File: config.mk
export PLATFORM = sky130hd
export DESIGN_NAME = lightbar_menu_navigator_unit_flat
export DESIGN_NICKNAME = d
export VERILOG_FILES = /design/src/rtl/core/lmn_pkg.sv /design/src/rtl/core/lmn_req_if.sv /design/src/rtl/core/lmn_rsp_if.sv /design/src/rtl/core/lmn_csr_if.sv /design/src/rtl/core/lmn_option_mem.sv /design/src/rtl/core/lmn_seq.sv /design/src/rtl/core/lightbar_menu_navigator_unit.sv /design/src/flat_wrapper.sv
export VERILOG_INCLUDE_DIRS = /design/src /design/src/rtl/core
export SDC_FILE = /design/constraint.sdc
export NUM_CORES = 1
export LEC_CHECK = 0
export BUFFER_PORTS_ARGS = -buffer_cell sky130_fd_sc_hd__buf_2
export CORE_AREA = 2 2 215 217
export DETAILED_ROUTE_END_ITERATION = 7
export DIE_AREA = 0 0 217 219
export GPL_ROUTABILITY_DRIVEN = 0
export PLACE_DENSITY = 0.51
export SYNTH_ARGS = -nofsm -noshare
export SYNTH_HDL_FRONTEND = slang
export SYNTH_SLANG_ARGS = --single-unit
File: constraint.sdc
create_clock -name clock -period 14.5 [get_ports clock]
set_input_delay 4.35 -clock clock [delete_from_list [all_inputs] [get_ports clock]]
set_output_delay 4.35 -clock clock [all_outputs]
set_load 0.03 [all_outputs]
File: src/rtl/core/lightbar_menu_navigator_unit_defines.svh
// ----------------------------------------------------------------------------
// lightbar menu navigator assertion macros
// shared concurrent check forms, clocked on clock and disabled in reset
// ----------------------------------------------------------------------------
`ifndef LIGHTBAR_MENU_NAVIGATOR_UNIT_DEFINES_SVH
`define LIGHTBAR_MENU_NAVIGATOR_UNIT_DEFINES_SVH

// same-cycle implication
`define LMN_ASSERT_NOW(label, ante, cons, msg) \
   label: assert property (@(posedge clock) disable iff (reset) (ante) |-> (cons)) \
      else $error(msg);

// next-cycle implication
`define LMN_ASSERT_NEXT(label, ante, cons, msg) \
   label: assert property (@(posedge clock) disable iff (reset) (ante) |=> (cons)) \
      else $error(msg);

`endif

File: src/rtl/core/lmn_pkg.sv
`timescale 1ns / 1ps
// ----------------------------------------------------------------------------
// lmn_pkg
// shared types, codes and helpers of the lightbar menu navigator
// ----------------------------------------------------------------------------
package lmn_pkg;

   localparam int TABLE_LIMIT = 8;
   localparam int IDX_W       = 3;

   typedef enum logic [1:0] {
      OP_WRITE,
      OP_BEGIN,
      OP_KEY,
      OP_LOST
   } op_type;

   typedef enum logic [2:0] {
      ST_WRITTEN,
      ST_STARTED,
      ST_EMPTY,
      ST_MOVED,
      ST_CONSUMED,
      ST_CHOSEN,
      ST_ABORTED,
      ST_INACTIVE
   } status_type;

   typedef enum logic [1:0] {
      ESC_NONE,
      ESC_OPEN,
      ESC_CSI
   } esc_type;

   typedef enum logic [1:0] {
      DIR_UP,
      DIR_DOWN,
      DIR_RIGHT,
      DIR_LEFT
   } dir_type;

   typedef enum logic [1:0] {
      JOB_CONFIRM,
      JOB_ARROW,
      JOB_HOTKEY
   } job_type;

   typedef enum logic [1:0] {
      SEQ_IDLE,
      SEQ_CUR,
      SEQ_SCAN,
      SEQ_DONE
   } seq_state_type;

   // register indexes of the csr port
   localparam logic CSR_OPTION_COUNT = 1'b0;
   localparam logic CSR_START_INDEX  = 1'b1;

   localparam logic [7:0] KEY_ESC     = 8'd27;
   localparam logic [7:0] KEY_CSI     = 8'h5B;
   localparam logic [7:0] KEY_SS3     = 8'h4F;
   localparam logic [7:0] KEY_CR      = 8'h0D;
   localparam logic [7:0] KEY_LF      = 8'h0A;
   localparam logic [7:0] CASE_OFFSET = 8'd32;
   localparam logic [7:0] KEY_A       = 8'h41;
   localparam logic [7:0] KEY_B       = 8'h42;
   localparam logic [7:0] KEY_C       = 8'h43;
   localparam logic [7:0] KEY_D       = 8'h44;
   localparam logic [7:0] KEY_Z       = 8'h5A;

   typedef struct packed {
      op_type     operation;
      logic [2:0] entry_index;
      logic [7:0] entry_row;
      logic [7:0] entry_col;
      logic [7:0] entry_hotkey;
      logic [7:0] key_byte;
   } req_type;

   typedef struct packed {
      status_type status;
      logic [2:0] old_index;
      logic [2:0] new_index;
      logic [7:0] chosen_key;
      logic       menu_active;
   } rsp_type;

   typedef struct packed {
      logic [7:0] row;
      logic [7:0] col;
      logic [7:0] hotkey;
   } entry_type;

   typedef struct packed {
      logic             wr_en;
      logic [IDX_W-1:0] wr_addr;
      entry_type        wr_data;
      logic [IDX_W-1:0] rd_addr;
   } mem_req_type;

   function automatic logic [7:0] fold_case(input logic [7:0] c);
      return (c >= KEY_A && c <= KEY_Z) ? c + CASE_OFFSET : c;
   endfunction

   function automatic logic [7:0] abs_diff(input logic [7:0] a, input logic [7:0] b);
      return (a > b) ? a - b : b - a;
   endfunction

endpackage

File: src/rtl/core/lmn_req_if.sv
`timescale 1ns / 1ps
// ----------------------------------------------------------------------------
// lmn_req_if
// request channel: entry writes, begin, keystrokes and input lost
// ----------------------------------------------------------------------------
interface lmn_req_if;
   logic                valid;
   logic                ready;
   lmn_pkg::op_type     operation;
   logic [2:0]          entry_index;
   logic [7:0]          entry_row;
   logic [7:0]          entry_col;
   logic [7:0]          entry_hotkey;
   logic [7:0]          key_byte;

   modport source (
      output valid, operation, entry_index, entry_row, entry_col, entry_hotkey, key_byte,
      input  ready
   );
   modport sink (
      input  valid, operation, entry_index, entry_row, entry_col, entry_hotkey, key_byte,
      output ready
   );
endinterface

File: src/rtl/core/lmn_rsp_if.sv
`timescale 1ns / 1ps
// ----------------------------------------------------------------------------
// lmn_rsp_if
// response channel: one result per request transaction
// ----------------------------------------------------------------------------
interface lmn_rsp_if;
   logic                   valid;
   logic                   ready;
   lmn_pkg::status_type    status;
   logic [2:0]             old_index;
   logic [2:0]             new_index;
   logic [7:0]             chosen_key;
   logic                   menu_active;

   modport source (
      output valid, status, old_index, new_index, chosen_key, menu_active,
      input  ready
   );
   modport sink (
      input  valid, status, old_index, new_index, chosen_key, menu_active,
      output ready
   );
endinterface

File: src/rtl/core/lmn_csr_if.sv
`timescale 1ns / 1ps
// ----------------------------------------------------------------------------
// lmn_csr_if
// register write channel: index and write data
// ----------------------------------------------------------------------------
interface lmn_csr_if;
   logic       valid;
   logic       ready;
   logic       index;
   logic [3:0] data;

   modport source (
      output valid, index, data,
      input  ready
   );
   modport sink (
      input  valid, index, data,
      output ready
   );
endinterface

File: src/rtl/core/lmn_option_mem.sv
`timescale 1ns / 1ps
// ----------------------------------------------------------------------------
// lmn_option_mem
// option table: one write port, one read port with registered read data
// ----------------------------------------------------------------------------
module lmn_option_mem #(
   parameter int DEPTH = 8
) (
   input  logic                 clock,
   input  lmn_pkg::mem_req_type mem_req,
   output lmn_pkg::entry_type   rd_data
);
   import lmn_pkg::*;

   localparam int AW = (DEPTH > 1) ? $clog2(DEPTH) : 1;

   entry_type mem [DEPTH];
   entry_type rd_data_ff;

   always_ff @(posedge clock) begin
      if (mem_req.wr_en) begin
         mem[mem_req.wr_addr[AW-1:0]] <= mem_req.wr_data;
      end
      rd_data_ff <= mem[mem_req.rd_addr[AW-1:0]];
   end

   assign rd_data = rd_data_ff;

endmodule

File: src/rtl/core/lmn_seq.sv
`timescale 1ns / 1ps
// ----------------------------------------------------------------------------
// lmn_seq
// menu sequencer: decodes transactions, scans the option table, keeps state
// ----------------------------------------------------------------------------
module lmn_seq #(
   parameter int DEPTH = 8
) (
   input  logic                 clock,
   input  logic                 reset,
   input  logic                 req_valid,
   output logic                 req_ready,
   input  lmn_pkg::req_type     req,
   input  logic [3:0]           option_count,
   input  logic [2:0]           start_index,
   output lmn_pkg::mem_req_type mem_req,
   input  lmn_pkg::entry_type   rd_data,
   output logic                 res_valid,
   input  logic                 res_ready,
   output lmn_pkg::rsp_type     res
);
   import lmn_pkg::*;

   localparam int         AW      = (DEPTH > 1) ? $clog2(DEPTH) : 1;
   localparam int         CW      = $clog2(DEPTH + 1);
   localparam logic [3:0] DEPTH_N = 4'(DEPTH);

   seq_state_type state_ff, state_in;
   job_type       job_ff, job_in;
   dir_type       dir_ff, dir_in;
   logic [7:0]    key_ff, key_in;
   logic [CW-1:0] cnt_ff, cnt_in;
   logic          chk_vld_ff, chk_vld_in;
   logic [AW-1:0] chk_idx_ff, chk_idx_in;
   logic [7:0]    cur_row_ff, cur_row_in;
   logic [7:0]    cur_col_ff, cur_col_in;
   logic          found_ff, found_in;
   logic [AW-1:0] best_idx_ff, best_idx_in;
   logic [7:0]    best_p_ff, best_p_in;
   logic [7:0]    best_s_ff, best_s_in;
   logic [7:0]    best_key_ff, best_key_in;
   logic [AW-1:0] sel_ff, sel_in;
   esc_type       esc_ff, esc_in;
   logic          active_ff, active_in;
   rsp_type       res_ff, res_in;

   logic [3:0]    n_full;
   logic [CW-1:0] n;

   // live option count limited to the table depth
   assign n_full = (option_count > DEPTH_N) ? DEPTH_N : option_count;
   assign n      = n_full[CW-1:0];

   always_ff @(posedge clock) begin
      if (reset) begin
         state_ff   <= SEQ_IDLE;
         sel_ff     <= '0;
         esc_ff     <= ESC_NONE;
         active_ff  <= 1'b0;
         chk_vld_ff <= 1'b0;
         found_ff   <= 1'b0;
      end else begin
         state_ff   <= state_in;
         sel_ff     <= sel_in;
         esc_ff     <= esc_in;
         active_ff  <= active_in;
         chk_vld_ff <= chk_vld_in;
         found_ff   <= found_in;
      end
   end

   always_ff @(posedge clock) begin
      job_ff      <= job_in;
      dir_ff      <= dir_in;
      key_ff      <= key_in;
      cnt_ff      <= cnt_in;
      chk_idx_ff  <= chk_idx_in;
      cur_row_ff  <= cur_row_in;
      cur_col_ff  <= cur_col_in;
      best_idx_ff <= best_idx_in;
      best_p_ff   <= best_p_in;
      best_s_ff   <= best_s_in;
      best_key_ff <= best_key_in;
      res_ff      <= res_in;
   end

   always_comb begin
      logic       finish;
      status_type fin_status;
      logic [7:0] fin_key;
      logic [7:0] r;
      logic [7:0] c;
      logic [7:0] p;
      logic [7:0] s;
      logic       ok;
      logic       issue;

      state_in    = state_ff;
      job_in      = job_ff;
      dir_in      = dir_ff;
      key_in      = key_ff;
      cnt_in      = cnt_ff;
      chk_vld_in  = chk_vld_ff;
      chk_idx_in  = chk_idx_ff;
      cur_row_in  = cur_row_ff;
      cur_col_in  = cur_col_ff;
      found_in    = found_ff;
      best_idx_in = best_idx_ff;
      best_p_in   = best_p_ff;
      best_s_in   = best_s_ff;
      best_key_in = best_key_ff;
      sel_in      = sel_ff;
      esc_in      = esc_ff;
      active_in   = active_ff;
      res_in      = res_ff;

      mem_req         = '0;
      mem_req.rd_addr = IDX_W'(sel_ff);
      req_ready       = (state_ff == SEQ_IDLE);
      res_valid       = (state_ff == SEQ_DONE);

      finish     = 1'b0;
      fin_status = ST_CONSUMED;
      fin_key    = '0;
      r          = rd_data.row;
      c          = rd_data.col;
      p          = '0;
      s          = '0;
      ok         = 1'b0;
      issue      = 1'b0;

      case (state_ff)
         SEQ_IDLE: begin
            if (req_valid) begin
               case (req.operation)
                  OP_WRITE: begin
                     mem_req.wr_en   = ({1'b0, req.entry_index} < DEPTH_N);
                     mem_req.wr_addr = req.entry_index;
                     mem_req.wr_data = '{row: req.entry_row, col: req.entry_col,
                                         hotkey: req.entry_hotkey};
                     finish     = 1'b1;
                     fin_status = ST_WRITTEN;
                  end
                  OP_BEGIN: begin
                     esc_in = ESC_NONE;
                     finish = 1'b1;
                     if (n_full == 4'd0) begin
                        active_in  = 1'b0;
                        fin_status = ST_EMPTY;
                     end else begin
                        sel_in     = ({1'b0, start_index} < n_full) ?
                                     start_index[AW-1:0] : '0;
                        active_in  = 1'b1;
                        fin_status = ST_STARTED;
                     end
                  end
                  default: begin
                     if (!active_ff) begin
                        finish     = 1'b1;
                        fin_status = ST_INACTIVE;
                     end else if (req.operation == OP_LOST) begin
                        active_in  = 1'b0;
                        esc_in     = ESC_NONE;
                        finish     = 1'b1;
                        fin_status = ST_ABORTED;
                     end else begin
                        case (esc_ff)
                           ESC_OPEN: begin
                              esc_in = (req.key_byte inside {KEY_CSI, KEY_SS3}) ?
                                       ESC_CSI : ESC_NONE;
                              finish = 1'b1;
                           end
                           ESC_CSI: begin
                              esc_in = ESC_NONE;
                              if (req.key_byte inside {[KEY_A:KEY_D]}) begin
                                 // read the current entry first
                                 job_in   = JOB_ARROW;
                                 dir_in   = dir_type'(2'(req.key_byte - KEY_A));
                                 state_in = SEQ_CUR;
                              end else begin
                                 finish = 1'b1;
                              end
                           end
                           default: begin
                              if (req.key_byte inside {KEY_CR, KEY_LF}) begin
                                 job_in   = JOB_CONFIRM;
                                 state_in = SEQ_CUR;
                              end else if (req.key_byte == KEY_ESC) begin
                                 esc_in = ESC_OPEN;
                                 finish = 1'b1;
                              end else begin
                                 // hotkey search starts at entry 0
                                 job_in          = JOB_HOTKEY;
                                 key_in          = fold_case(req.key_byte);
                                 found_in        = 1'b0;
                                 mem_req.rd_addr = '0;
                                 cnt_in          = CW'(1);
                                 chk_vld_in      = (n != '0);
                                 chk_idx_in      = '0;
                                 state_in        = SEQ_SCAN;
                              end
                           end
                        endcase
                     end
                  end
               endcase
            end
         end
         SEQ_CUR: begin
            if (job_ff == JOB_CONFIRM) begin
               active_in  = 1'b0;
               finish     = 1'b1;
               fin_status = ST_CHOSEN;
               fin_key    = rd_data.hotkey;
            end else begin
               cur_row_in      = rd_data.row;
               cur_col_in      = rd_data.col;
               found_in        = 1'b0;
               mem_req.rd_addr = '0;
               cnt_in          = CW'(1);
               chk_vld_in      = (n != '0);
               chk_idx_in      = '0;
               state_in        = SEQ_SCAN;
            end
         end
         SEQ_SCAN: begin
            // issue the next read while the previous entry is compared
            issue      = (cnt_ff < n);
            chk_vld_in = issue;
            chk_idx_in = cnt_ff[AW-1:0];
            if (issue) begin
               mem_req.rd_addr = IDX_W'(cnt_ff[AW-1:0]);
               cnt_in          = cnt_ff + CW'(1);
            end
            if (chk_vld_ff) begin
               if (job_ff == JOB_HOTKEY) begin
                  if (!found_ff && fold_case(rd_data.hotkey) == key_ff) begin
                     found_in    = 1'b1;
                     best_idx_in = chk_idx_ff;
                     best_key_in = rd_data.hotkey;
                  end
               end else begin
                  case (dir_ff)
                     DIR_UP:    ok = (r < cur_row_ff);
                     DIR_DOWN:  ok = (r > cur_row_ff);
                     DIR_RIGHT: ok = (c > cur_col_ff);
                     default:   ok = (c < cur_col_ff);
                  endcase
                  if (dir_ff == DIR_UP || dir_ff == DIR_DOWN) begin
                     p = abs_diff(r, cur_row_ff);
                     s = abs_diff(c, cur_col_ff);
                  end else begin
                     p = abs_diff(c, cur_col_ff);
                     s = abs_diff(r, cur_row_ff);
                  end
                  if (ok && chk_idx_ff != sel_ff &&
                      (!found_ff || p < best_p_ff || (p == best_p_ff && s < best_s_ff))) begin
                     found_in    = 1'b1;
                     best_idx_in = chk_idx_ff;
                     best_p_in   = p;
                     best_s_in   = s;
                  end
               end
            end
            if (!issue && !chk_vld_ff) begin
               finish = 1'b1;
               if (found_ff) begin
                  sel_in = best_idx_ff;
                  if (job_ff == JOB_HOTKEY) begin
                     active_in  = 1'b0;
                     fin_status = ST_CHOSEN;
                     fin_key    = best_key_ff;
                  end else begin
                     fin_status = ST_MOVED;
                  end
               end
            end
         end
         default: begin
            if (res_ready) begin
               state_in = SEQ_IDLE;
            end
         end
      endcase

      if (finish) begin
         state_in = SEQ_DONE;
         res_in   = '{status: fin_status, old_index: 3'(sel_ff), new_index: 3'(sel_in),
                      chosen_key: fin_key, menu_active: active_in};
      end
   end

   assign res = res_ff;

`include "lightbar_menu_navigator_unit_defines.svh"

   `LMN_ASSERT_NOW(a_esc_idle_when_inactive, !active_ff, esc_ff == ESC_NONE, "escape phase left open while menu inactive")
   `LMN_ASSERT_NOW(a_chosen_closes_menu, res_valid && res_ff.status == ST_CHOSEN, !res_ff.menu_active && !active_ff, "menu still active after a choice")
   `LMN_ASSERT_NOW(a_moved_changes_index, res_valid && res_ff.status == ST_MOVED, res_ff.new_index != res_ff.old_index, "move result kept the old index")
   `LMN_ASSERT_NOW(a_scan_within_count, state_ff == SEQ_SCAN && chk_vld_ff, CW'(chk_idx_ff) < n, "scan compared an entry beyond the option count")
   `LMN_ASSERT_NEXT(a_idle_after_take, res_valid && res_ready, state_ff == SEQ_IDLE, "sequencer did not return to idle after a result was taken")

endmodule

File: src/rtl/core/lightbar_menu_navigator_unit.sv
// writes, begin, input lost and escape bytes need no table read; a confirm key reads the current entry
// a hotkey scans the table, an arrow reads the current entry and then scans the table; n is option_count
// limited to the table depth, and all n entries are read, one entry per cycle
// one request transaction at a time; the next one is taken only after the previous result has
// left the sequencer for the output stage; a stalled response holds the sequencer
// reset: sync, active high; clears state, control and csr registers; option table undefined until written
`timescale 1ns / 1ps
// ----------------------------------------------------------------------------
// lightbar_menu_navigator_unit
// lightbar menu selection engine with an option table, csr port and output stage
// ----------------------------------------------------------------------------
module lightbar_menu_navigator_unit #(
   parameter int MAX_OPTIONS = 8
) (
   input  logic      clock,
   input  logic      reset,
   lmn_req_if.sink   req_bus,
   lmn_rsp_if.source rsp_bus,
   lmn_csr_if.sink   csr_bus
);
   import lmn_pkg::*;

   // table depth: the index fields reach eight entries at most
   localparam int DEPTH = (MAX_OPTIONS < TABLE_LIMIT) ? MAX_OPTIONS : TABLE_LIMIT;

   logic [3:0]  option_count_ff;
   logic [2:0]  start_index_ff;
   logic        rsp_valid_ff;
   rsp_type     rsp_data_ff;

   req_type     req;
   mem_req_type mem_req;
   entry_type   rd_data;
   logic        res_valid;
   logic        res_ready;
   rsp_type     res;

   // configuration registers, written by the user only while the block is idle; not enforced
   assign csr_bus.ready = 1'b1;

   always_ff @(posedge clock) begin
      if (reset) begin
         option_count_ff <= '0;
         start_index_ff  <= '0;
      end else if (csr_bus.valid) begin
         case (csr_bus.index)
            CSR_OPTION_COUNT: option_count_ff <= csr_bus.data;
            default:          start_index_ff  <= csr_bus.data[2:0];
         endcase
      end
   end

   // request payload bundle
   assign req = '{operation: req_bus.operation, entry_index: req_bus.entry_index,
                  entry_row: req_bus.entry_row, entry_col: req_bus.entry_col,
                  entry_hotkey: req_bus.entry_hotkey, key_byte: req_bus.key_byte};

   lmn_option_mem #(
      .DEPTH (DEPTH)
   ) u_mem (
      .clock   (clock),
      .mem_req (mem_req),
      .rd_data (rd_data)
   );

   // sequencer handles one transaction at a time, so a table read never
   // overlaps a write to the same entry
   lmn_seq #(
      .DEPTH (DEPTH)
   ) u_seq (
      .clock        (clock),
      .reset        (reset),
      .req_valid    (req_bus.valid),
      .req_ready    (req_bus.ready),
      .req          (req),
      .option_count (option_count_ff),
      .start_index  (start_index_ff),
      .mem_req      (mem_req),
      .rd_data      (rd_data),
      .res_valid    (res_valid),
      .res_ready    (res_ready),
      .res          (res)
   );

   // output stage: frees the sequencer while a result waits to be taken
   assign res_ready = !rsp_valid_ff || rsp_bus.ready;

   always_ff @(posedge clock) begin
      if (reset) begin
         rsp_valid_ff <= 1'b0;
      end else if (res_valid && res_ready) begin
         rsp_valid_ff <= 1'b1;
      end else if (rsp_bus.ready) begin
         rsp_valid_ff <= 1'b0;
      end
   end

   always_ff @(posedge clock) begin
      if (res_valid && res_ready) begin
         rsp_data_ff <= res;
      end
   end

   assign rsp_bus.valid       = rsp_valid_ff;
   assign rsp_bus.status      = rsp_data_ff.status;
   assign rsp_bus.old_index   = rsp_data_ff.old_index;
   assign rsp_bus.new_index   = rsp_data_ff.new_index;
   assign rsp_bus.chosen_key  = rsp_data_ff.chosen_key;
   assign rsp_bus.menu_active = rsp_data_ff.menu_active;

endmodule
File: src/flat_wrapper.sv
// flat-port wrapper written by rule: the top's interface ports become plain ports
module lightbar_menu_navigator_unit_flat import lmn_pkg::*;
#(
   parameter int MAX_OPTIONS = 8
)
  (clock, reset, req_bus_valid, req_bus_operation, req_bus_entry_index, req_bus_entry_row, req_bus_entry_col, req_bus_entry_hotkey, req_bus_key_byte, req_bus_ready, rsp_bus_valid, rsp_bus_status, rsp_bus_old_index, rsp_bus_new_index, rsp_bus_chosen_key, rsp_bus_menu_active, rsp_bus_ready, csr_bus_valid, csr_bus_index, csr_bus_data, csr_bus_ready);
  lmn_req_if req_bus_i ();
  lmn_rsp_if rsp_bus_i ();
  lmn_csr_if csr_bus_i ();
  input  logic clock;
  input  logic reset;
  input wire logic [$bits(req_bus_i.valid)-1:0] req_bus_valid;
  input wire logic [$bits(req_bus_i.operation)-1:0] req_bus_operation;
  input wire logic [$bits(req_bus_i.entry_index)-1:0] req_bus_entry_index;
  input wire logic [$bits(req_bus_i.entry_row)-1:0] req_bus_entry_row;
  input wire logic [$bits(req_bus_i.entry_col)-1:0] req_bus_entry_col;
  input wire logic [$bits(req_bus_i.entry_hotkey)-1:0] req_bus_entry_hotkey;
  input wire logic [$bits(req_bus_i.key_byte)-1:0] req_bus_key_byte;
  output wire logic [$bits(req_bus_i.ready)-1:0] req_bus_ready;
  output wire logic [$bits(rsp_bus_i.valid)-1:0] rsp_bus_valid;
  output wire logic [$bits(rsp_bus_i.status)-1:0] rsp_bus_status;
  output wire logic [$bits(rsp_bus_i.old_index)-1:0] rsp_bus_old_index;
  output wire logic [$bits(rsp_bus_i.new_index)-1:0] rsp_bus_new_index;
  output wire logic [$bits(rsp_bus_i.chosen_key)-1:0] rsp_bus_chosen_key;
  output wire logic [$bits(rsp_bus_i.menu_active)-1:0] rsp_bus_menu_active;
  input wire logic [$bits(rsp_bus_i.ready)-1:0] rsp_bus_ready;
  input wire logic [$bits(csr_bus_i.valid)-1:0] csr_bus_valid;
  input wire logic [$bits(csr_bus_i.index)-1:0] csr_bus_index;
  input wire logic [$bits(csr_bus_i.data)-1:0] csr_bus_data;
  output wire logic [$bits(csr_bus_i.ready)-1:0] csr_bus_ready;
  assign req_bus_i.valid = req_bus_valid;
  assign req_bus_i.operation = req_bus_operation;
  assign req_bus_i.entry_index = req_bus_entry_index;
  assign req_bus_i.entry_row = req_bus_entry_row;
  assign req_bus_i.entry_col = req_bus_entry_col;
  assign req_bus_i.entry_hotkey = req_bus_entry_hotkey;
  assign req_bus_i.key_byte = req_bus_key_byte;
  assign req_bus_ready = req_bus_i.ready;
  assign rsp_bus_valid = rsp_bus_i.valid;
  assign rsp_bus_status = rsp_bus_i.status;
  assign rsp_bus_old_index = rsp_bus_i.old_index;
  assign rsp_bus_new_index = rsp_bus_i.new_index;
  assign rsp_bus_chosen_key = rsp_bus_i.chosen_key;
  assign rsp_bus_menu_active = rsp_bus_i.menu_active;
  assign rsp_bus_i.ready = rsp_bus_ready;
  assign csr_bus_i.valid = csr_bus_valid;
  assign csr_bus_i.index = csr_bus_index;
  assign csr_bus_i.data = csr_bus_data;
  assign csr_bus_ready = csr_bus_i.ready;
  lightbar_menu_navigator_unit #(.MAX_OPTIONS(MAX_OPTIONS)) u_core (.clock(clock), .reset(reset), .req_bus(req_bus_i), .rsp_bus(rsp_bus_i), .csr_bus(csr_bus_i));
endmodule
## Yosys cells after proc, flatten, opt, wreduce, memory -nomap -nowiden

Memory sizes are Yosys's and may differ from the RTL's. A register that Yosys moved wholly into a read port is not among the register bits.
Cells that the tools add are included.

- Bits in registers: 116
- RAM bits: 192
- Input port bits: 47
- Output and inout bits: 21
- Memories kept: 1

- Add/sub/neg operators: 8
- Magnitude comparators: 14
- Equal/unequal tests: 43
- Mux-type cells: 141
- Bitwise logic cells: 10
- Reductions and logical operators: 47

Memories:

| memory | words | bits a word | read ports | clocked after memory_dff | wr ports | RTL line | text |
|---|---|---|---|---|---|---|---|
| u_core.u_mem.mem | 8 | 24 | 1 | 1 | 1 | lmn_option_mem.sv:17 | `entry_type mem [DEPTH];` |

Operator list:

| kind | count |
|---|---|
| two-way mux 8 bit | 16 |
| two-way mux 3 bit | 29 |
| two-way mux 28 bit | 2 |
| two-way mux 1 bit | 45 |
| two-way mux 4 bit | 10 |
| two-way mux 2 bit | 19 |
| less-than comparator 8 bit | 4 |
| subtractor 8 bit | 4 |
| two-way mux 31 bit | 1 |
| one-hot mux 3 bit (3 select lines) | 3 |
| less-or-equal comparator 8 x 7 -> 1 bit (second input constant) | 3 |
| != test 2 bit (second input constant) | 11 |
| AND reduction 10 bit | 2 |
| adder 8 x 6 -> 8 bit (second input constant) | 2 |
| == test 8 x 4 -> 1 bit (second input constant) | 2 |
| == test 8 x 7 -> 1 bit (second input constant) | 2 |
| == test 8 bit | 2 |
| >= comparator 8 x 7 -> 1 bit (second input constant) | 2 |
| > comparator 8 bit | 2 |
| one-hot mux 2 bit (2 select lines) | 4 |
| one-hot mux 8 bit (2 select lines) | 1 |
| AND reduction 8 bit | 2 |
| one-hot mux 1 bit (3 select lines) | 5 |
| == test 2 bit (second input constant) | 6 |
| other kinds (36) | 84 |

## Longest topological paths before layout

Gate-level depths: netlist of the first run.

- Depth after elaboration: 14
- Gate-level depth with buffers: 20
- Mapped depth without buffers: 19

## By module

From an unflattened synthesis of the first run, not the netlist that was laid out.

- Cell total of the unflattened synthesis: 966
- Area total of the unflattened synthesis: 15,010.6 µm²

Modules (own cells, without submodules):

| module | times used | cells an instance | area each (µm²) | sequential area each (µm²) |
|---|---|---|---|---|
| lmn_option_mem | 1 | 314 | 7,797.5 | 6,246.0 |
| lmn_seq | 1 | 599 | 6,287.3 | 2,602.5 |
| lightbar_menu_navigator_unit | 1 | 53 | 925.9 | 700.7 |

## Worst setup path after synthesis of the first run

Ideal clock, no wire load.

- Path type: input to register
- From: input req_bus_operation[0]
- To: memory u_core.u_mem.mem[0][0] in the netlist's numbering, enable pin
- Library setup time: 468 ps
- Data arrival time: 7,170 ps
- Required time: 14,032 ps
- Slack: 6,862 ps
- Stages on the path: 3
- Buffers on the path: 1
- Cell sequence: clkbuf_1 -> or2_2 -> nor4_1

- Longest elaborated chain between the ends: 6

Ends and longest elaborated chain:

| element | RTL line | text |
|---|---|---|
| start, declared | flat_wrapper.sv:13 | `input wire logic [$bits(req_bus_i.operation)-1:0] req_bus_operation;` |
| zero test 2 bit * | lmn_seq.sv:135 | `case (req.operation)` |
| two-way mux 28 bit * | lmn_seq.sv:135 |  |
| two-way mux 31 bit * | lmn_seq.sv:134 | `if (req_valid) begin` |
| two-way mux 28 bit * | lmn_seq.sv:132 | `case (state_ff)` |
| two-way mux 1 bit | lmn_option_mem.sv:21 | `if (mem_req.wr_en) begin` |
| two-way mux 1 bit (implied by the code) | lmn_option_mem.sv:22 | `mem[mem_req.wr_addr[AW-1:0]] <= mem_req.wr_data;` |
| end, declared | lmn_option_mem.sv:17 |  |

Mark *: on every way between the ends. The rest lies on a longest branch, timed or not.

## Worst setup path in the final report of the first run

- From: input req_bus_key_byte[1]
- To: register u_core.u_mem.rd_data[8] (netlist name)

- Longest elaborated chain between the ends: 9

Ends and longest elaborated chain:

| element | RTL line | text |
|---|---|---|
| start, declared | flat_wrapper.sv:18 | `input wire logic [$bits(req_bus_i.key_byte)-1:0] req_bus_key_byte;` |
| == test 8 x 5 -> 1 bit / == test 8 x 4 -> 1 bit (equally long branches) | lmn_seq.sv:188, lmn_seq.sv:185 |  |
| two-way mux 3 bit / nonzero test 2 bit (equally long branches) | lmn_seq.sv:188, lmn_seq.sv:185 |  |
| two-way mux 3 bit * | lmn_seq.sv:185 | `if (req.key_byte inside {KEY_CR, KEY_LF}) begin` |
| two-way mux 3 bit * | lmn_seq.sv:167 | `case (esc_ff)` |
| two-way mux 3 bit * | lmn_seq.sv:161 | `end else if (req.operation == OP_LOST) begin` |
| two-way mux 3 bit * | lmn_seq.sv:158 | `if (!active_ff) begin` |
| two-way mux 3 bit * | lmn_seq.sv:135 |  |
| two-way mux 31 bit * | lmn_seq.sv:134 |  |
| one-hot mux 3 bit (3 select lines) * | lmn_seq.sv:132 |  |

Marked as above.
A chain may end at the register's enable or synchronous reset.

==> key figures, run 1 <==
Outcome
  • Status: finished, final reports clean

Clock network
  • Post-CTS Setup Inserts: 0
  • Clk_lat worst skew: roughly 560 ps
  • Reg clk slew, reported paths: about 60 ps
  • CTS max path bufs: 3
  • CTS H-Tree Depth: 2
  • Clk sinks: roughly 330
  • CTS Buf Count: 37
  • Cts repair resizes: 0
  • TritonCTS clock tree: done
  • CTS Hold Bufs: 0
  • Root buffer cell: clkbuf_16

Power
  • NetSw: 1.16 mW
  • PwrDens: roughly 190 nW/um^2
  • Clock share of power: 0.281
  • Lkg Pwr: around 6.5 nW
  • Comb power frac: 0.336
  • Total power: 3.37 mW
  • Flop pwr share: 0.384
  • Net Sw Frac: 0.345
  • P_int: 2.21 mW
  • Max VDD drop: 0.0756 mV

Floorplan
  • Initial Util: 0.348
  • Die W: roughly 220 microns
  • Std-Cell Rows: between 70 and 80
  • DIE HEIGHT: approximately 220 microns
  • Top Ports: ~70
  • Core region area: about 45,000 sq um
  • Die area: between 40,000 and 50,000 sq um

Placement
  • Placement Cell Area: between 15,000 and 20,000 sq um
  • I/O Buffers: 66
  • Detailed placer's ending HPWL: ~22 mm

Yosys
  • FF+latch count, synth: ~330
  • Post-synth top flop: edfxtp_1
  • Synthesized cell area: between 15,000 and 20,000 sq um
  • Mapped Cells: about 1,300
  • Synth warn: 0
  • Sequential area share after synthesis: 0.609
  • Mean Syn Cell Area: 12.2 sq um
  • Net Count, Synth: between 1,000 and 1,500
  • Post-synth EDFFs: a little under 300
  • Count of cell types in the netlist: 81
  • Ys async rst share: 0

Detailed routing
  • Post-Route WL: around 37 mm
  • Drt first pass iters: 6
  • DR vias/cell: 5.14
  • Avg WL per Cell: approximately 19 microns
  • Final ANT Viol Nets: 0
  • Via count: a little over 10,000
  • DRT iter0 DRCs: 623
  • DRC: 0

Setup path
  • Worst path arrival time: ~7300 ps
  • CP endpoint kind: register
  • Worst path bufs/invs: 3
  • Top Family by Delay on Critical Path: buffers and inverters
  • Stages on worst setup path: 11
  • Max FO, Critical Path: 96
  • Max incr delay on CP: between 800 and 900 ps
  • Crit path cell chain: buf_2 > inv_1 > ha_1 > mux2_1 > and4_4 > o31a_4 > o21ai_4 > buf_4 > a21oi_1 > o21ai_1 > and4_1
  • CP Launch Type: primary input
  • Reg2Reg Depth: 17
  • CP max-delay cell: buf_4
  • CP Data Required Time: 14,990 ps
  • Setup Crit Path Kind: in2reg

Timing
  • Setup tns final: 0 ps
  • Count of final hold-check violations: 0
  • Worst-Margin Slew: between 1000 and 1500 ps
  • Max-slew violation count: 0
  • Achievable Freq: 147 MHz
  • RSZ-0062 raised after global routing: no
  • Final setup viols: 0
  • Slew HR: 0.221
  • Clock skew: 22.9 ps
  • Hold WS: roughly 420 ps
  • Fin crit share: 0.469
  • Minimum clock period after layout: slightly below 7000 ps

Cells and area
  • Final net count: about 1,500
  • Layout cells sized above 1: 0.142
  • Diode count: 0
  • Area delta synth->final: 13.6%
  • Fin area: about 18,000 sq um

Global routing
  • GR Layer Usage met2: 0.251
  • Number of global-route vias before repair: slightly below 10,000
  • Gr ovfl total: 0
  • First-pass GRT wire length: 57.6 mm
  • Met3 Use GR: 0.0272
  • Most Crowded Layer GR: met2
  • GRT Total Usage: 0.156
  • Antenna violations before repair: 0
  • Global routing usage on met1: 0.213
  • Pin count of the biggest net entering global routing: 97

Hold path
  • Hold Path Stages: 0
  • Min-Delay Path Class: reg2reg

Job
  • Number of max-cap violations: 0
## Yosys cell counts, types with 7 or more instances
| cell type | instances | area [sq um] |
|---|---|---|
| a21o_1 | 14 | 105 |
| a21oi_1 | 84 | 420 |
| a22oi_1 | 12 | 90.1 |
| and2_1 | 32 | 200 |
| and3_1 | 7 | 43.8 |
| and4_1 | 26 | 228 |
| buf_2 | 18 | 90.1 |
| buf_4 | 7 | 52.6 |
| buf_6 | 7 | 78.8 |
| clkbuf_1 | 39 | 146 |
| dfxtp_1 | 42 | 841 |
| edfxtp_1 | 290 | 8710 |
| ha_1 | 65 | 813 |
| inv_1 | 68 | 255 |
| mux2i_1 | 30 | 300 |
| nand2_1 | 35 | 131 |
| nand2b_1 | 12 | 75.1 |
| nand3_1 | 107 | 536 |
| nand3b_1 | 7 | 52.6 |
| nand4_1 | 8 | 50.1 |
| nor2_1 | 43 | 161 |
| nor2b_1 | 17 | 106 |
| nor3_1 | 38 | 190 |
| nor3_2 | 20 | 200 |
| o21a_1 | 7 | 52.6 |
| o21ai_0 | 81 | 405 |
| o21ai_1 | 36 | 180 |
| xnor2_1 | 12 | 105 |
| xor2_1 | 12 | 105 |
## cells in the final DEF (no fill, tap or decap), types with 7 or more instances in the layout
master,count
a21o_1,14
a21oi_1,84
a22oi_1,12
and2_1,32
and4_1,26
buf_2,66
buf_4,20
clkbuf_1,11
clkbuf_16,39
clkbuf_8,7
dfxtp_1,42
edfxtp_1,290
ha_1,65
inv_1,68
mux2i_1,30
nand2_1,34
nand2b_1,12
nand3_1,107
nand3b_1,7
nand4_1,8
nor2_1,39
nor2b_1,17
nor3_1,34
nor3_2,24
o21a_1,7
o21ai_0,81
o21ai_1,36
xnor2_1,12
xor2_1,12
## layout make-up
cell class	instances	area (sq um)
Multi-Input combinational cell	809	5550
Clock inverter	9	119
Inverter	70	263
Tap cell	600	751
Timing Repair Buffer	86	480
Sequential cell	332	9550
Clock buffer	57	1110
Fill cell	4348	27300
## layer usage
layer / share of wire / wire, microns
met3: 0.048 / 1770
met5: 0 / 0
met4: 0.022 / 821
met2: 0.46 / 16800
met1: 0.47 / 17300
## registers in the layout, summed over array words and instances, names as in the netlist, 2 cells and up
name                       flops
u_core.u_seq.cur_col_ff        8
u_core.u_seq.chk_idx_ff        3
u_core.u_seq.key_ff            8
u_core.u_seq.res              18
u_core.u_seq.best_p_ff         8
u_core.u_seq.dir_ff            2
u_core.u_seq.best_idx_ff       3
u_core.rsp_bus.new_index       3
u_core.u_seq.sel_ff            3
u_core.u_seq.best_key_ff       8
u_core.option_count_ff         4
u_core.u_seq.cnt_ff            4
u_core.u_seq.esc_ff            2
u_core.rsp_bus.chosen_key      8
u_core.u_mem.rd_data          24
u_core.start_index_ff          3
u_core.u_seq.state_ff          2
u_core.u_seq.best_s_ff         8
u_core.rsp_bus.status          3
u_core.u_seq.cur_row_ff        8
u_core.u_seq.job_ff            2
u_core.rsp_bus.old_index       3
u_core.u_mem.mem             192
## power by group through the flow
stage | combinational [mW] | sequential, mW | clock [mW]
after detailed placement | 1.13 | 1.31 | 0
after CTS | 1.14 | 1.29 | 0.971
after global placement | 1.12 | 1.31 | 0
final | 1.13 | 1.29 | 0.946
after global routing | 1.29 | 1.31 | 1.01
after floorplan | 0.844 | 1.29 | 0
## worst register-to-register path: cells and delay by family (launching register included)
kind	cells	cell delay [ps]
XOR/XNOR	1	130
buffers and inverters	2	140
AND/OR/NAND/NOR	3	1030
AO/OA/AOI/OAI	6	1840
multiplexers	2	680
flip-flops	1	390
adder cells (fa/ha/maj)	3	680
## cells by family (layout without fill, tap and decap cells)
family          count (synthesis)  in the layout  synth area share
simple gates                  381            381             0.140
mux                            38             38            0.0256
flops                         332            332             0.609
xor+xnor                       24             24            0.0134
fa+ha+maj                      69             69            0.0569
other cells                     1              1          0.000239
compound gates                296            296             0.115
buf+inv                       143            222            0.0407
## worst paths after layout
kind | start | end | slack (ps)
hold / removal | u_core.u_seq.res[0]$_DFFE_PP_ | u_core.rsp_bus.menu_active$_DFFE_PP_ | 420
hold reg to reg | u_core.u_seq.res[0]$_DFFE_PP_ | u_core.rsp_bus.menu_active$_DFFE_PP_ | 420
setup reg to reg | u_core.u_mem.rd_data[8]$_DFF_P_ | u_core.u_seq.best_s_ff[1]$_DFFE_PP_ | 9230
setup / recovery | req_bus_key_byte[1] | u_core.u_mem.rd_data[8]$_DFF_P_ | 7690
## stage by stage
step | setup WS (ps) | cells | utilization
6_report | 7690 | 1963 | 0.395
5_1_grt | 7550 | 1963 | 0.395
4_1_cts | 7750 | 1963 | 0.395
3_5_place_dp | 7170 | 1897 | 0.368
3_3_place_gp | 7200 | 1897 | 0.368
2_1_floorplan | 6860 | 1284 | -
No activity file was read; power rests on OpenSTA's default activity.
==> run 2, diff against run 1 <==
Settings changed: ABC_AREA set to 1, CORE_AREA 2 2 215 217 to 2 2 221 223, DIE_AREA 0 0 217 219 to 0 0 223 225.
Clock period 14.5 ns to 6.28 ns, I/O delays scaled along.
==> key figures, run 2 <==
Outcome
  • Status: finished, final reports clean

Cells and area
  • Register area: between 9000 and 10,000 sq um
  • Area delta synth->final: 12.9%
  • Multi-input gate area: 5250 sq um
  • Final cell count without fillers: 2,484
  • Fillcell total: around 4,700
  • Layout cells sized above 1: 0.0952
  • Diode count: 0
  • Largest register FFs: between 150 and 200
  • Final net count: between 1,500 and 2,000
  • Most common cell after layout, fill and taps aside: nand2_1
  • Fin area: around 19,000 sq um
  • Most frequent cells in the layout: nand2_1, inv_1, edfxtp_1

Hold path
  • Min-Delay Path Class: reg2reg

Floorplan
  • DIE HEIGHT: 225 microns
  • Die W: approximately 220 microns
  • Std-Cell Rows: 80
  • Initial Util: 0.347
  • Core region area: between 40,000 and 50,000 sq um
  • Die area: ~50,000 sq um
  • Top Ports: approximately 70

Yosys
  • Mean Syn Cell Area: between 9 and 10 sq um
  • Post-synth top area share: 0.528
  • Sequential area share after synthesis: 0.579
  • Most frequent cell after synthesis: nand2_1
  • Synth warn: 0
  • Ys async rst share: 0
  • Mapped Cells: 1,776
  • Net Count, Synth: ~1,900
  • FF+latch count, synth: roughly 330
  • Post-synth top flop: edfxtp_1
  • Count of cell types in the netlist: 43
  • Most frequent cells after synthesis: nand2_1, inv_1, edfxtp_1
  • Post-synth EDFFs: between 200 and 300
  • Synthesized cell area: 16,500 sq um
  • Post-synth top area cell: edfxtp_1
  • Synth area leaders: edfxtp_1, nand2_1, inv_1, nand3_1, dfxtp_1

Detailed routing
  • Final ANT Viol Nets: 0
  • DR vias/cell: about 4.6
  • Avg WL per Cell: 15.1 microns
  • Drt first pass iters: 5
  • DRC: 0
  • Via count: around 11,000
  • Post-Route WL: between 30 and 40 mm
  • DRT iter0 DRCs: about 600

Job
  • Number of max-cap violations: 0

Timing
  • Final setup viols: 0
  • Max-slew violation count: 0
  • Fin crit share: 0.663
  • Worst-Margin Slew: around 1100 ps
  • Achievable Freq: roughly 240 MHz
  • Minimum clock period after layout: 4160 ps
  • Clock skew: around 19 ps
  • Slew HR: 0.240
  • Count of final hold-check violations: 0
  • RSZ-0062 raised after global routing: no
  • Setup tns final: 0 ps

Global routing
  • Antenna violations before repair: 0
  • GRT Total Usage: 0.152
  • Gr ovfl total: 0
  • Pin count of the biggest net entering global routing: 97
  • First-pass GRT wire length: about 60 mm
  • Number of global-route vias before repair: approximately 11,000

Setup path
  • Worst R2R Start: u_core.u_mem.rd_data[16]$_DFF_P_
  • Terminus of the critical flop-to-flop path: u_core.u_seq.best_idx_ff[2]$_DFFE_PP_
  • CP Launch Type: register
  • Max FO, Critical Path: 8
  • CP Launch Point: u_core.u_mem.rd_data[16]$_DFF_P_
  • Setup Crit Path Kind: reg2reg
  • Critical path endpoint: u_core.u_seq.best_idx_ff[2]$_DFFE_PP_
  • CP Data Required Time: between 6000 and 7000 ps
  • Reg2Reg Depth: 23
  • CP endpoint kind: register
  • R2R setup slack: 2120 ps
  • Worst path arrival time: roughly 4400 ps

Clock network
  • CTS Buf Count: 38
  • Cts repair resizes: 0
  • TritonCTS clock tree: done
  • Clk_lat worst skew: 550 ps
  • Clk sinks: 332
  • CTS H-Tree Depth: 2
  • CTS max path bufs: 3
  • CTS Hold Bufs: 0
  • Reg clk slew, reported paths: 60 ps
  • Root buffer cell: clkbuf_16
  • Post-CTS Setup Inserts: 0

Placement
  • Detailed placer's ending HPWL: 23.1 mm
  • Placed cell count: 2,414
  • I/O Buffers: 66
  • Placement Cell Area: around 17,000 sq um

Power
  • Max VDD drop: ~0.40 mV
  • Clock share of power: 0.259
  • Lkg Pwr: ~8.4 nW
  • Flop pwr share: 0.359
  • P_int: between 5 and 6 mW
  • Comb power frac: 0.381
  • Net Sw Frac: 0.388
  • Total power: ~8.3 mW
  • PwrDens: 444 nW/um^2
  • NetSw: between 3 and 4 mW
==> run 2: worst max-delay path: stages, from the launching register on <==
cell     delay [ps]
dfxtp_1         330
inv_1            60
ha_1            150
inv_1            70
fa_1            470
inv_1           100
o21ai_0         110
nand2_1          80
nand2_1          80
nand2_1         270
inv_2           120
o21ai_0         360
nand2_1         120
nand3_1         110
nand2_1         100
ha_1            310
nand2_1          80
a21oi_1         110
nand4_1          80
nor3_1          130
nand2_1          70
nand2_1          60
nand2_1          90
a21oi_1         340
==> run 2: how the worst min path moves through the flow <==
stage | start | end | slack [ps] | depth (start not counted)
after global routing | u_core.u_seq.res[0]$_DFFE_PP_ | u_core.rsp_bus.menu_active$_DFFE_PP_ | 430 | 0
after detailed placement | u_core.u_seq.res[7]$_DFFE_PP_ | u_core.rsp_bus.chosen_key[6]$_DFFE_PP_ | 410 | 0
after CTS | u_core.u_seq.res[0]$_DFFE_PP_ | u_core.rsp_bus.menu_active$_DFFE_PP_ | 420 | 0
after global placement | u_core.u_seq.res[15]$_DFFE_PP_ | u_core.rsp_bus.status[0]$_DFFE_PP_ | 400 | 0
final | u_core.u_seq.res[0]$_DFFE_PP_ | u_core.rsp_bus.menu_active$_DFFE_PP_ | 420 | 0
after floorplan | u_core.u_seq.res[1]$_DFFE_PP_ | u_core.rsp_bus.chosen_key[0]$_DFFE_PP_ | 400 | 0
==> run 2: kinds of logic (layout without fill, tap and decap cells) <==
logic type	after synthesis	count (layout)	share of synthesized area
simple gates	771	771	0.202
buf+inv	428	521	0.104
flops	332	332	0.579
compound gates	151	151	0.0480
fa+ha+maj	69	69	0.0541
xor+xnor	22	22	0.0117
mux	2	2	0.00121
other cells	1	1	0.000227
==> run 2: per-stage QoR <==
stage,setup slack [ps],util,hold slack [ps]
after floorplan,2330,-,400
after global placement,1940,0.366,405
after detailed placement,1870,0.366,405
after CTS,2140,0.392,423
after global routing,1730,0.392,432
final,2120,0.392,420
==> run 2: layout make-up <==
cell class,instances,area share
Tap cell,615,0.0413
Clock inverter,13,0.00524
Timing Repair Buffer,82,0.0242
Sequential cell,332,0.512
Multi-Input combinational cell,1016,0.282
Clock buffer,57,0.0608
Inverter,369,0.0743
==> run 2: power by group through the flow <==
stage	Sequential, mW	Combinational [mW]	Clock [mW]
global route	3.00	3.65	2.28
floorplan	2.97	2.43	0
global placement	3.02	3.14	0
detailed placement	3.02	3.18	0
CTS	2.98	3.20	2.21
finish	2.97	3.16	2.14
==> run 2: layer usage <==
| layer | track usage | up-vias | part of all wire |
|---|---|---|---|
| met5 | 0 | - | 0 |
| met4 | 0.0494 | 0 | 0.021 |
| met3 | 0.0253 | 47 | 0.041 |
| met2 | 0.262 | 221 | 0.48 |
| met1 | 0.194 | 5367 | 0.46 |
| li1 | - | 5857 | - |
==> run 3, diff against run 2 <==
Settings changed: ABC_AREA 1 to 0, CORE_AREA 2 2 221 223 to 2 2 215 217, DIE_AREA 0 0 223 225 to 0 0 217 219.
Clock period 6.28 ns to 4.2 ns, I/O delays scaled along.
==> key figures, run 3 (synthesized netlist as in run 1, its figures left out) <==
Timing
  • Max-slew violation count: 0
  • Final setup viols: 0
  • Count of final hold-check violations: 0
  • Minimum clock period after layout: ~4100 ps
  • RSZ-0062 raised after global routing: yes
  • Worst-Margin Slew: a little under 700 ps
  • Slew HR: 0.542
  • Achievable Freq: roughly 240 MHz
  • Clock skew: between 15 and 20 ps
  • Fin crit share: 0.988

Setup path
  • Terminus of the critical flop-to-flop path: u_core.u_seq.best_idx_ff[1]$_DFFE_PP_
  • R2R setup slack: 50 ps
  • CP endpoint kind: register
  • Max FO, Critical Path: 5
  • CP Launch Type: register
  • Worst R2R Start: u_core.u_seq.cur_row_ff[0]$_DFFE_PP_
  • Setup Crit Path Kind: reg2reg
  • Max incr delay on CP: 380 ps
  • Worst path arrival time: ~4400 ps
  • CP Data Required Time: approximately 4400 ps
  • CP max-delay cell: fa_2
  • Crit path cell chain: ha_2 > inv_2 > fa_2 > and3_4 > o21a_1 > o22a_4 > mux2_4 > a221oi_2 > xor2_1 > mux2i_1 > ha_1 > and4_4 > o2111ai_2 > a211oi_4 > buf_4 > a31oi_4 > nor2_4
  • Reg2Reg Depth: 17

Power
  • Max VDD drop: between 0.3 and 0.4 mV
  • Comb power frac: 0.402
  • PwrDens: slightly below 700 nW/um^2
  • P_int: around 8.5 mW
  • Lkg Pwr: 6.88 nW
  • Net Sw Frac: 0.338
  • Flop pwr share: 0.344
  • NetSw: 4.33 mW
  • Clock share of power: 0.255

Clock network
  • CTS max path bufs: 3
  • CTS Hold Bufs: 0
  • Reg clk slew, reported paths: about 60 ps
  • Clk_lat worst skew: ~540 ps
  • CTS H-Tree Depth: 2
  • Root buffer cell: clkbuf_16
  • TritonCTS clock tree: done
  • Clk sinks: around 330
  • CTS Buf Count: 37

Outcome
  • Status: finished, final reports clean

Hold path
  • Hold Path Stages: 0
  • Min-Delay Path Class: reg2reg
  • Worst-case hold path end point: u_core.rsp_bus.chosen_key[0]$_DFFE_PP_
  • Hold Startpoint: u_core.u_seq.res[1]$_DFFE_PP_

Placement
  • Placement Cell Area: 17,100 sq um
  • Placed cell count: 1,946
  • Detailed placer's ending HPWL: around 23 mm
  • I/O Buffers: between 60 and 70

Cells and area
  • Most common cell after layout, fill and taps aside: edfxtp_1
  • Final net count: 1,523
  • Fin area: ~19,000 sq um
  • Area delta synth->final: 19.3%
  • Util after Layout: 0.415
  • Fillcell total: 4,306
  • Final cell count without fillers: between 2,000 and 2,500
  • Largest register FFs: around 190
  • Layout cells sized above 1: 0.209
  • Most frequent cells in the layout: edfxtp_1, nand3_1, a21oi_1

Floorplan
  • Die W: 217 microns
  • Initial Util: 0.348
  • Std-Cell Rows: 78
  • Die area: about 48,000 sq um
  • Core region area: approximately 45,000 sq um
  • DIE HEIGHT: around 220 microns
  • Top Ports: 68

Global routing
  • Number of global-route vias before repair: about 10,000
  • First-pass GRT wire length: ~59 mm
  • Antenna violations before repair: 0
  • GRT Total Usage: 0.161
  • Gr ovfl total: 0
  • Pin count of the biggest net entering global routing: 97

Detailed routing
  • DR vias/cell: around 5
  • Post-Route WL: ~38 mm
  • Final ANT Viol Nets: 0
  • Drt first pass iters: 5
  • DRT iter0 DRCs: ~750
  • Via count: about 10,000
  • Avg WL per Cell: 18.6 microns
  • DRC: 0

Job
  • Number of max-cap violations: 0
-- run 3: changes by cell type in the layout (fill, tap and decap cells not counted), moves of 40 or more --
cell	change
nand2_1	-354
inv_1	-294
nand3_1	-137
buf_4	+60
nor2_1	-50
o21ai_1	+40
-- run 3: per-stage QoR --
stage               hold slack [ps]  power [mW]  setup WS (ps)  setup TNS, ps
CTS                             415        12.6           13.0              0
finish                          415        12.8           52.3              0
global placement                405        8.80           -149          -2670
floorplan                       400        7.37           26.6              0
detailed placement              405        8.85           -276          -5100
global route                    416        13.6           -148          -2000
-- run 3: layout make-up --
cell class                 instances  area, sq um  area share
sequential                       332         9550       0.510
timing repair buffer             156         1160      0.0622
clock buffer                      56         1050      0.0560
multi-input combinational        810         5770       0.308
clock inverter                    11          169     0.00902
inverter                          70          263      0.0140
tap                              600          751      0.0401
antenna                            1         2.50    0.000134
-- run 3: worst max-delay path by stage --
stage,from,end,slack [ps],cells past startpoint
floorplan,u_core.u_seq.cur_row_ff[4]$_DFFE_PP_,u_core.u_seq.best_p_ff[0]$_DFFE_PP_,30,17
global placement,u_core.u_seq.cur_row_ff[0]$_DFFE_PP_,u_core.u_seq.best_s_ff[7]$_DFFE_PP_,-150,17
detailed placement,u_core.u_seq.cur_row_ff[0]$_DFFE_PP_,u_core.u_seq.best_p_ff[6]$_DFFE_PP_,-280,17
CTS,u_core.u_mem.rd_data[16]$_DFF_P_,u_core.u_seq.best_s_ff[0]$_DFFE_PP_,10,19
global route,u_core.u_seq.cur_col_ff[0]$_DFFE_PP_,u_core.u_seq.best_idx_ff[1]$_DFFE_PP_,-150,18
finish,u_core.u_seq.cur_row_ff[0]$_DFFE_PP_,u_core.u_seq.best_idx_ff[1]$_DFFE_PP_,50,17
-- run 3: power by group through the flow --
stage / Clock, mW / Sequential [mW] / Combinational, mW
6_report: 3.26 / 4.40 / 5.14
5_1_grt: 3.46 / 4.45 / 5.70
4_1_cts: 3.34 / 4.40 / 4.82
3_5_place_dp: 0 / 4.47 / 4.38
3_3_place_gp: 0 / 4.45 / 4.34
2_1_floorplan: 0 / 4.45 / 2.92
-- run 3: what timing repair did --
| item | 4_1_cts | 5_1_grt |
|---|---|---|
| gates cloned | 1 | 0 |
| buffers inserted | 18 | 6 |
| pin swaps | 16 | 38 |
| endpoints found under the setup margin | 20 | 21 |
| endpoints found under the hold margin | 0 | 0 |
| gates resized for setup | 20 | 30 |
-- run 3: per-layer routing --
metal | global-route usage | routed length [microns] | vias to the layer above
met4 | 0.0473 | 773 | 0
met2 | 0.267 | 17800 | 197
met1 | 0.219 | 17900 | 5128
met5 | 0 | 0 | -
li1 | - | - | 5065
met3 | 0.0231 | 1440 | 56
-- run 3: critical path, delay by kind of cell (launching register included) --
family | cells | cell delay [ps]
fa+ha+maj | 3 | 890
xor+xnor | 1 | 220
mux | 2 | 440
flops | 1 | 360
simple gates | 3 | 520
compound gates | 6 | 1200
buf+inv | 2 | 210
